**config.mk**
```make
export PLATFORM = sky130hd
export DESIGN_NAME = one_shot_timer_pool
export DESIGN_NICKNAME = d
export VERILOG_FILES = /design/src/hdl/ostp_pkg.sv /design/src/hdl/ostp_front.sv /design/src/hdl/ostp_queue.sv /design/src/hdl/ostp_back.sv /design/src/hdl/one_shot_timer_pool.sv
export SDC_FILE = /design/constraint.sdc
export NUM_CORES = 1
export LEC_CHECK = 0
export CAP_MARGIN = 10
export CORE_MARGIN = 5
export CORE_UTILIZATION = 45
export CTS_BUF_LIST = sky130_fd_sc_hd__clkbuf_16
export DETAILED_ROUTE_END_ITERATION = 8
export DONT_BUFFER_PORTS = 1
export PLACE_DENSITY = 0.69
export SYNTH_ARGS = -nofsm -noshare
export SYNTH_HDL_FRONTEND = slang
export SYNTH_SLANG_ARGS = --single-unit
```
**constraint.sdc**
```tcl
create_clock -name clk -period 8.25 [get_ports clk]
set_clock_uncertainty 0.15 [all_clocks]
set_input_delay 0.4125 -clock clk [delete_from_list [all_inputs] [get_ports clk]]
set_output_delay 0.4125 -clock clk [all_outputs]
set_load 0.02 [all_outputs]
```
**src/hdl/ostp_pkg.sv**
```systemverilog
// shared types and constants of the one-shot timer pool
`timescale 1ns / 1ps

package ostp_pkg;

  localparam int TIME_W        = 48;
  localparam int INC_W         = 24;
  localparam int DUR_W         = 32;
  localparam int TAG_W         = 16;
  localparam int SLOT_W        = 2;
  localparam int NUM_SLOTS_DEF = 3;
  localparam int MAX_FIRES     = 3;
  localparam int QUEUE_DEPTH   = 2;

  localparam logic [TIME_W-1:0] TIME_MAX  = {TIME_W{1'b1}};
  localparam logic [INC_W-1:0]  INC_RESET = 24'd279508;

  typedef enum logic [1:0] {
    OP_INSERT = 2'd0,
    OP_DELETE = 2'd1,
    OP_CLEAR  = 2'd2,
    OP_TICK   = 2'd3
  } op_e;

  typedef enum logic [2:0] {
    KIND_INSERTED = 3'd0,
    KIND_FULL     = 3'd1,
    KIND_FIRED    = 3'd2,
    KIND_ACK      = 3'd3,
    KIND_IDLE     = 3'd4
  } kind_e;

  // input request as it arrives on the port
  typedef struct packed {
    logic [1:0]        operation;
    logic [DUR_W-1:0]  duration;
    logic [TAG_W-1:0]  tag;
    logic [SLOT_W-1:0] slot;
  } req_t;

  // classified command handed from front to back
  typedef struct packed {
    op_e               op;
    logic [DUR_W-1:0]  duration;
    logic [TAG_W-1:0]  tag;
    logic [SLOT_W-1:0] slot;
    logic              slot_ok;
  } cmd_t;

  // one result item
  typedef struct packed {
    logic [2:0]        kind;
    logic [SLOT_W-1:0] slot_index;
    logic [TAG_W-1:0]  fired_tag;
    logic [TIME_W-1:0] current_time;
    logic              last;
  } res_t;

endpackage

```
**src/hdl/ostp_front.sv**
```systemverilog
// front end: takes requests and classifies them into commands
`timescale 1ns / 1ps

module ostp_front #(
  parameter int NUM_SLOTS = ostp_pkg::NUM_SLOTS_DEF
) (
  input  logic          req_valid,
  output logic          req_stall,
  input  ostp_pkg::req_t req,
  input  logic          q_full,
  output logic          q_push,
  output ostp_pkg::cmd_t q_cmd
);

  assign req_stall = q_full;
  assign q_push    = req_valid && !q_full;

  always_comb begin
    q_cmd          = '0;
    q_cmd.op       = ostp_pkg::op_e'(req.operation);
    q_cmd.duration = req.duration;
    q_cmd.tag      = req.tag;
    q_cmd.slot     = req.slot;
    // slots beyond the pool are flagged here so the back end ignores their deletes
    q_cmd.slot_ok  = (int'(req.slot) < NUM_SLOTS);
  end

endmodule

```
**src/hdl/ostp_queue.sv**
```systemverilog
// short command queue between front and back
`timescale 1ns / 1ps

module ostp_queue #(
  parameter int DEPTH = ostp_pkg::QUEUE_DEPTH
) (
  input  logic           clk,
  input  logic           rst,
  input  logic           push,
  input  ostp_pkg::cmd_t push_cmd,
  output logic           full,
  input  logic           pop,
  output ostp_pkg::cmd_t pop_cmd,
  output logic           empty
);

  localparam int AW = (DEPTH > 1) ? $clog2(DEPTH) : 1;
  localparam int CW = $clog2(DEPTH + 1);

  ostp_pkg::cmd_t entries [DEPTH];
  logic [AW-1:0]  wr_ptr;
  logic [AW-1:0]  rd_ptr;
  logic [CW-1:0]  count;

  assign full    = (count == CW'(DEPTH));
  assign empty   = (count == '0);
  assign pop_cmd = entries[rd_ptr];

  always_ff @(posedge clk) begin
    if (push) begin
      entries[wr_ptr] <= push_cmd;
    end
  end

  always_ff @(posedge clk) begin
    if (rst) begin
      wr_ptr <= '0;
      rd_ptr <= '0;
      count  <= '0;
    end else begin
      if (push) begin
        wr_ptr <= (wr_ptr == AW'(DEPTH - 1)) ? '0 : wr_ptr + 1'b1;
      end
      if (pop) begin
        rd_ptr <= (rd_ptr == AW'(DEPTH - 1)) ? '0 : rd_ptr + 1'b1;
      end
      if (push && !pop) begin
        count <= count + 1'b1;
      end else if (pop && !push) begin
        count <= count - 1'b1;
      end
    end
  end

endmodule

```
**src/hdl/ostp_back.sv**
```systemverilog
// back end: slot table, time counter and result generation
`timescale 1ns / 1ps

module ostp_back #(
  parameter int NUM_SLOTS = ostp_pkg::NUM_SLOTS_DEF
) (
  input  logic                        clk,
  input  logic                        rst,
  input  logic                        q_empty,
  input  ostp_pkg::cmd_t              q_cmd,
  output logic                        q_pop,
  input  logic                        cfg_we,
  input  logic [ostp_pkg::INC_W-1:0]  cfg_data,
  output logic                        res_valid,
  input  logic                        res_stall,
  output ostp_pkg::res_t              res
);

  localparam int IDX_W = (NUM_SLOTS > 1) ? $clog2(NUM_SLOTS) : 1;
  localparam int CNT_W = $clog2(ostp_pkg::MAX_FIRES + 1);

  typedef enum logic [2:0] {
    S_IDLE,
    S_INSERT,
    S_ACK,
    S_ADD,
    S_SCAN,
    S_FIRE
  } state_t;

  state_t                         state;
  ostp_pkg::cmd_t                 cur;
  logic [ostp_pkg::INC_W-1:0]     inc;
  logic [ostp_pkg::TIME_W-1:0]    now;
  logic [NUM_SLOTS-1:0]           busy;
  logic [ostp_pkg::TIME_W-1:0]    deadline [NUM_SLOTS];
  logic [ostp_pkg::TAG_W-1:0]     tag_mem  [NUM_SLOTS];
  logic [NUM_SLOTS-1:0]           exp_mask;
  logic [IDX_W-1:0]               scan_idx;
  logic [CNT_W-1:0]               fire_cnt;

  logic                           res_free;
  logic                           emit;
  ostp_pkg::res_t                 res_next;
  logic                           free_found;
  logic [IDX_W-1:0]               free_idx;
  logic [IDX_W-1:0]               pick_idx;
  logic [NUM_SLOTS-1:0]           pick_mask;
  logic [NUM_SLOTS-1:0]           rest_mask;
  logic [NUM_SLOTS-1:0]           del_mask;
  logic                           fire_last;
  logic [ostp_pkg::TIME_W:0]      ins_sum;
  logic [ostp_pkg::TIME_W-1:0]    ins_deadline;
  logic [ostp_pkg::TIME_W:0]      tick_sum;
  logic [ostp_pkg::TIME_W-1:0]    now_next;

  assign res_free = !res_valid || !res_stall;
  assign q_pop    = (state == S_IDLE) && !q_empty;
  assign emit     = res_free && (state == S_INSERT || state == S_ACK || state == S_FIRE);

  // saturating adders
  assign ins_sum      = {1'b0, now} + (ostp_pkg::TIME_W + 1)'(cur.duration);
  assign ins_deadline = ins_sum[ostp_pkg::TIME_W] ? ostp_pkg::TIME_MAX
                                                  : ins_sum[ostp_pkg::TIME_W-1:0];
  assign tick_sum     = {1'b0, now} + (ostp_pkg::TIME_W + 1)'(inc);
  assign now_next     = tick_sum[ostp_pkg::TIME_W] ? ostp_pkg::TIME_MAX
                                                   : tick_sum[ostp_pkg::TIME_W-1:0];

  // lowest free slot, lowest pending fire, delete mask
  always_comb begin
    free_found = 1'b0;
    free_idx   = '0;
    pick_idx   = '0;
    pick_mask  = '0;
    del_mask   = '0;
    for (int i = NUM_SLOTS - 1; i >= 0; i--) begin
      if (!busy[i]) begin
        free_found = 1'b1;
        free_idx   = IDX_W'(i);
      end
      if (exp_mask[i]) begin
        pick_idx  = IDX_W'(i);
        pick_mask = NUM_SLOTS'(1) << i;
      end
    end
    for (int i = 0; i < NUM_SLOTS; i++) begin
      del_mask[i] = cur.slot_ok && (int'(cur.slot) == i);
    end
  end

  assign rest_mask = exp_mask & ~pick_mask;
  assign fire_last = (rest_mask == '0) || (fire_cnt == CNT_W'(ostp_pkg::MAX_FIRES - 1));

  always_comb begin
    res_next              = '0;
    res_next.current_time = now;
    res_next.kind         = ostp_pkg::KIND_ACK;
    res_next.last         = 1'b1;
    case (state)
      S_INSERT: begin
        if (free_found) begin
          res_next.kind       = ostp_pkg::KIND_INSERTED;
          res_next.slot_index = ostp_pkg::SLOT_W'(free_idx);
        end else begin
          res_next.kind = ostp_pkg::KIND_FULL;
        end
      end
      S_FIRE: begin
        if (exp_mask == '0) begin
          res_next.kind = ostp_pkg::KIND_IDLE;
        end else begin
          res_next.kind       = ostp_pkg::KIND_FIRED;
          res_next.slot_index = ostp_pkg::SLOT_W'(pick_idx);
          res_next.fired_tag  = tag_mem[pick_idx];
          res_next.last       = fire_last;
        end
      end
      default: begin
        res_next.kind = ostp_pkg::KIND_ACK;
      end
    endcase
  end

  always_ff @(posedge clk) begin
    if (rst) begin
      state     <= S_IDLE;
      inc       <= ostp_pkg::INC_RESET;
      now       <= '0;
      busy      <= '0;
      exp_mask  <= '0;
      scan_idx  <= '0;
      fire_cnt  <= '0;
      res_valid <= 1'b0;
    end else begin
      if (cfg_we) begin
        inc <= cfg_data;
      end

      if (emit) begin
        res_valid <= 1'b1;
        res       <= res_next;
      end else if (!res_stall) begin
        res_valid <= 1'b0;
      end

      case (state)
        S_IDLE: begin
          if (!q_empty) begin
            cur <= q_cmd;
            case (q_cmd.op)
              ostp_pkg::OP_INSERT: state <= S_INSERT;
              ostp_pkg::OP_TICK:   state <= S_ADD;
              default:             state <= S_ACK;
            endcase
          end
        end
        S_INSERT: begin
          if (res_free) begin
            if (free_found) begin
              busy[free_idx]     <= 1'b1;
              deadline[free_idx] <= ins_deadline;
              tag_mem[free_idx]  <= cur.tag;
            end
            state <= S_IDLE;
          end
        end
        S_ACK: begin
          if (res_free) begin
            if (cur.op == ostp_pkg::OP_CLEAR) begin
              busy <= '0;
            end else begin
              busy <= busy & ~del_mask;
            end
            state <= S_IDLE;
          end
        end
        S_ADD: begin
          now      <= now_next;
          scan_idx <= '0;
          exp_mask <= '0;
          fire_cnt <= '0;
          state    <= S_SCAN;
        end
        S_SCAN: begin
          // one deadline compare per cycle
          exp_mask[scan_idx] <= busy[scan_idx] && (now >= deadline[scan_idx]);
          if (scan_idx == IDX_W'(NUM_SLOTS - 1)) begin
            state <= S_FIRE;
          end else begin
            scan_idx <= scan_idx + 1'b1;
          end
        end
        S_FIRE: begin
          if (res_free) begin
            if (exp_mask == '0) begin
              state <= S_IDLE;
            end else begin
              busy     <= busy & ~pick_mask;
              exp_mask <= rest_mask;
              fire_cnt <= fire_cnt + 1'b1;
              if (fire_last) begin
                state <= S_IDLE;
              end
            end
          end
        end
        default: begin
          state <= S_IDLE;
        end
      endcase
    end
  end

endmodule

```
**src/hdl/one_shot_timer_pool.sv**
```systemverilog
// top level of the one-shot timer pool
`timescale 1ns / 1ps

// Pool of NUM_SLOTS one-shot timers over a 48-bit saturating time counter in
// units of 2^-24 s. A request is insert (claims the lowest free slot with
// deadline now plus duration, or answers pool full), delete (frees one slot,
// out-of-range slots ignored), clear (frees all slots) or tick (adds the
// tick_increment register to now, then fires expired busy slots in slot order,
// at most three per tick; further expired slots fire on a later tick). Every
// request yields one or more results, the final one flagged by last. The front
// end classifies requests into a two-entry command queue, so a few requests
// can be taken while the back end works; the back end runs one command at a
// time. A tick adds the increment, then scans the slots with the single shared
// deadline comparator that visits one slot per cycle, then emits its results. A
// finished result sits in an output register so the back end can go on to its
// next command while it waits to be taken, though it stalls on a further result.
// The configuration port is always ready; write it only while no request is in
// flight.

module one_shot_timer_pool #(
  parameter int NUM_SLOTS = ostp_pkg::NUM_SLOTS_DEF
) (
  input  logic                       clk,
  input  logic                       rst,
  // request channel
  input  logic                       req_valid,
  output logic                       req_stall,
  input  ostp_pkg::req_t             req,
  // result channel
  output logic                       res_valid,
  input  logic                       res_stall,
  output ostp_pkg::res_t             res,
  // tick_increment write channel
  input  logic                       cfg_valid,
  output logic                       cfg_ready,
  input  logic [ostp_pkg::INC_W-1:0] cfg_data
);

  // front to queue
  logic           push;
  ostp_pkg::cmd_t push_cmd;
  logic           q_full;
  // queue to back
  logic           pop;
  ostp_pkg::cmd_t pop_cmd;
  logic           q_empty;

  // register writes never wait
  assign cfg_ready = 1'b1;

  ostp_front #(
    .NUM_SLOTS (NUM_SLOTS)
  ) u_front (
    .req_valid (req_valid),
    .req_stall (req_stall),
    .req       (req),
    .q_full    (q_full),
    .q_push    (push),
    .q_cmd     (push_cmd)
  );

  ostp_queue #(
    .DEPTH (ostp_pkg::QUEUE_DEPTH)
  ) u_queue (
    .clk      (clk),
    .rst      (rst),
    .push     (push),
    .push_cmd (push_cmd),
    .full     (q_full),
    .pop      (pop),
    .pop_cmd  (pop_cmd),
    .empty    (q_empty)
  );

  // slot table, time counter and output register
  ostp_back #(
    .NUM_SLOTS (NUM_SLOTS)
  ) u_back (
    .clk       (clk),
    .rst       (rst),
    .q_empty   (q_empty),
    .q_cmd     (pop_cmd),
    .q_pop     (pop),
    .cfg_we    (cfg_valid && cfg_ready),
    .cfg_data  (cfg_data),
    .res_valid (res_valid),
    .res_stall (res_stall),
    .res       (res)
  );

endmodule

```
==> flow_summary.json <==
{
  "worst_pin_slew_ps": 1070,
  "grt_antenna_before_repair": 1,
  "crit_path_start_kind": "flop",
  "setup.worst_path.end": "u_back.exp_mask[1]",
  "cap_viol_max_count": 0,
  "cts_sinks": 514,
  "irDropWorstVdd_mv": 0.220,
  "grt.total_usage": 0.188,
  "path_max_fanout": 27,
  "relSlewSlack": 0.287,
  "ys_types": 95,
  "overflow": 0,
  "end_kind": "flop",
  "ctsResizeCount": 0,
  "initial_core_util": 0.454,
  "slew_viol_final": 0,
  "synth.top_cell.area_share": 0.544,
  "grt_pass1_wl_um": 84200,
  "finalCritPeriodShare": 0.517,
  "drt_iter0_drc": 1377,
  "post_synth.cell_area_avg_um2": 13.2,
  "finalSetupViolCount": 0,
  "arrival_ps": 4560,
  "fmax_mhz": 234,
  "ys_top_cells_by_area": "edfxtp_1 (54%), dfxtp_1 (8.0%), ha_1 (5.9%)",
  "syn_inst": 1763,
  "syn-num-nets": 1956,
  "core_um2": 51200,
  "die_h_um": 237,
  "drive_gt1_frac": 0.111,
  "finalPower_mw": 6.92,
  "reg2reg_to": "u_back.exp_mask[1]",
  "grt_pass1_vias": 14965,
  "finalHoldViolCount": 0,
  "ioPinCount": 154,
  "ys_seq_area_frac": 0.624,
  "routed_wl_um": 54000,
  "run_status": "finished, final reports clean",
  "ant_nets": 0,
  "finalWorstPathRequiredPeriod_ps": 4270,
  "hpwlAfterDp_um": 35600,
  "leakagePower_nw": 9.68,
  "viasPerCell": 5.66,
  "crit_type": "reg2reg",
  "required_ps": 8550,
  "grt_start_max_net_pins": 82,
  "clock-root-buffer": "clkbuf_16",
  "pre_cts_ws_ps": 3950,
  "reg2reg_slack_ps": 3980,
  "yosys_warnings": 0,
  "htreeDepth": 2,
  "hp-class": "in2reg",
  "layout.nets": 2063,
  "syn_area_um2": 23200,
  "route.detailed.drc": 0,
  "clkLatencyLatePin_ps": 600,
  "io_buffers": 0,
  "dr.pass1.iters": 7,
  "synthArstFlopShare": 0,
  "num_vias": 14698,
  "synth_ff_type": "edfxtp_1",
  "avgRoutedWirePerCell_um": 20.8,
  "synth.most_common_cell": "edfxtp_1",
  "die_area_um2": 56300,
  "cts_tree": "done",
  "fin_setup_tns_ps": 0,
  "ys_seq_elements": 514,
  "gp_congestion": 0.873,
  "synth-edff-count": 421,
  "rsz0062_at_grt": "no",
  "setup_slack_ps": 3980,
  "cts_buffers": 53,
  "clk_pin_slew_ps": 60,
  "ff2ff_path_depth": 13,
  "die_w_um": 237,
  "cts.path.max_buffers": 3,
  "area_delta_synth_final_pct": 15.2,
  "rows": 83,
  "synthTopCellsByCount": "edfxtp_1 (421), nor2_1 (166), a21oi_1 (140)",
  "synth_top_area_cell": "edfxtp_1",
  "power_density_nw_per_um2": 258
}
==> timing repair <==
action | CTS | global route
hold buffers | 102 | 0
setup buffers | 0 | 0
hold endpoints to repair | 201 | 0
==> kinds of logic (layout without fill, tap and decap cells) <==
| group | count (synthesis) | count (layout) | synth area share |
|---|---|---|---|
| flops | 514 | 514 | 0.624 |
| simple gates | 415 | 415 | 0.0846 |
| compound gates | 410 | 410 | 0.119 |
| mux | 153 | 153 | 0.0692 |
| fa+ha+maj | 112 | 112 | 0.0610 |
| buf+inv | 101 | 253 | 0.0201 |
| xor+xnor | 57 | 57 | 0.0215 |
| other cells | 1 | 2 | 0.000161 |
==> layout by cell type (no fill, tap or decap), types with 6 or more instances in the layout <==
master         synthesis  routed
mux2_2                60      60
ha_1                 110     110
and3_1                10       9
xnor2_1               25      25
a31oi_1               26      26
xor2_1                32      32
clkinv_2               0       6
o21a_1                10      10
nor2_1               166     161
buf_4                  1      16
nand4_1               17      17
mux2i_1               92      92
nor3_1                21      20
nand2_1              104     104
or3_1                  9       9
and2_1                11      11
o31ai_1                8       7
bufinv_16              0       6
a211oi_1              39      39
a21oi_1              140     140
inv_1                 34      43
o211ai_1              10      10
clkbuf_16              0      54
a211oi_2               9       9
a311oi_1               6       6
o21ai_0               60      60
nor2b_1                6       6
a21o_1                41      41
dfxtp_1               93      90
dlygate4sd3_1          0     101
edfxtp_1             421     421
clkinv_1               0      14
nand3_1               17      17
nand2b_1              14      14
==> per-stage QoR <==
step / cells / area (um^2) / util / hold slack [ps]
after detailed placement: 2392 / 23900 / 0.468 / 307
final: 2596 / 26800 / 0.523 / 51.6
after CTS: 2594 / 26700 / 0.522 / 14.1
after global placement: 2392 / 23900 / 0.468 / 293
after global routing: 2596 / 26800 / 0.523 / 43.9
after floorplan: 1763 / 23200 / - / 286
==> state kept, by name (all words and copies together), names as in the netlist, 3 cells and up, named ones only <==
register,flops
u_back.exp_mask,3
u_back.state,3
u_back.inc,24
u_back.now,48
u_back.tag_mem,48
u_back.res,70
u_back.busy,3
u_back.cur,53
u_queue.entries,106
u_back.deadline,144
==> how the worst min path moves through the flow <==
stage | from | to | slack (ps) | cells past startpoint
after detailed placement | u_back.cur[13] | u_back.tag_mem[0][10] | 310 | 0
after floorplan | u_back.now[39] | u_back.res[40] | 290 | 0
after global placement | u_back.cur[10] | u_back.tag_mem[2][7] | 290 | 0
after CTS | rst | u_back.busy[0] | 10 | 2
final | rst | u_queue.count[0] | 50 | 2
after global routing | rst | u_queue.count[0] | 40 | 2
==> critical path, cell delays in order, from the launching register on <==
cell     delay [ps]
dfxtp_2         830
buf_4           570
mux2i_1         250
nor2_1           60
a21oi_1         150
ha_1            260
a21o_1          160
a21o_1          170
a21o_1          170
a21o_1          170
a211o_1         290
a221o_1         330
a22oi_1         360
o32ai_1         170
==> report_power, final <==
part	internal (mW)	switching, mW
combinational	0.405	0.637
clock	1.38	1.00
sequential	3.25	0.242
total	5.03	1.88
==> cell type report <==
cell class | count | area [um^2]
fillers | 4243 | 24400
clock buffers | 54 | 1350
repair buffers | 119 | 1190
flip-flops and latches | 514 | 14500
multi-input cells | 1148 | 8340
clock inverters | 46 | 403
inverters | 34 | 128
well taps | 680 | 851
diodes | 1 | 2.50
==> per-layer routing <==
| layer | vias to the layer above | part of all wire | track usage | wire length, um |
|---|---|---|---|---|
| met2 | 475 | 0.47 | 0.308 | 25500 |
| li1 | 6933 | - | - | - |
| met5 | - | 0 | 0 | 0 |
| met4 | 0 | 0.033 | 0.0698 | 1780 |
| met3 | 112 | 0.058 | 0.0296 | 3140 |
| met1 | 7178 | 0.44 | 0.255 | 23600 |
Note: power is estimated with default switching activity, not from simulation.
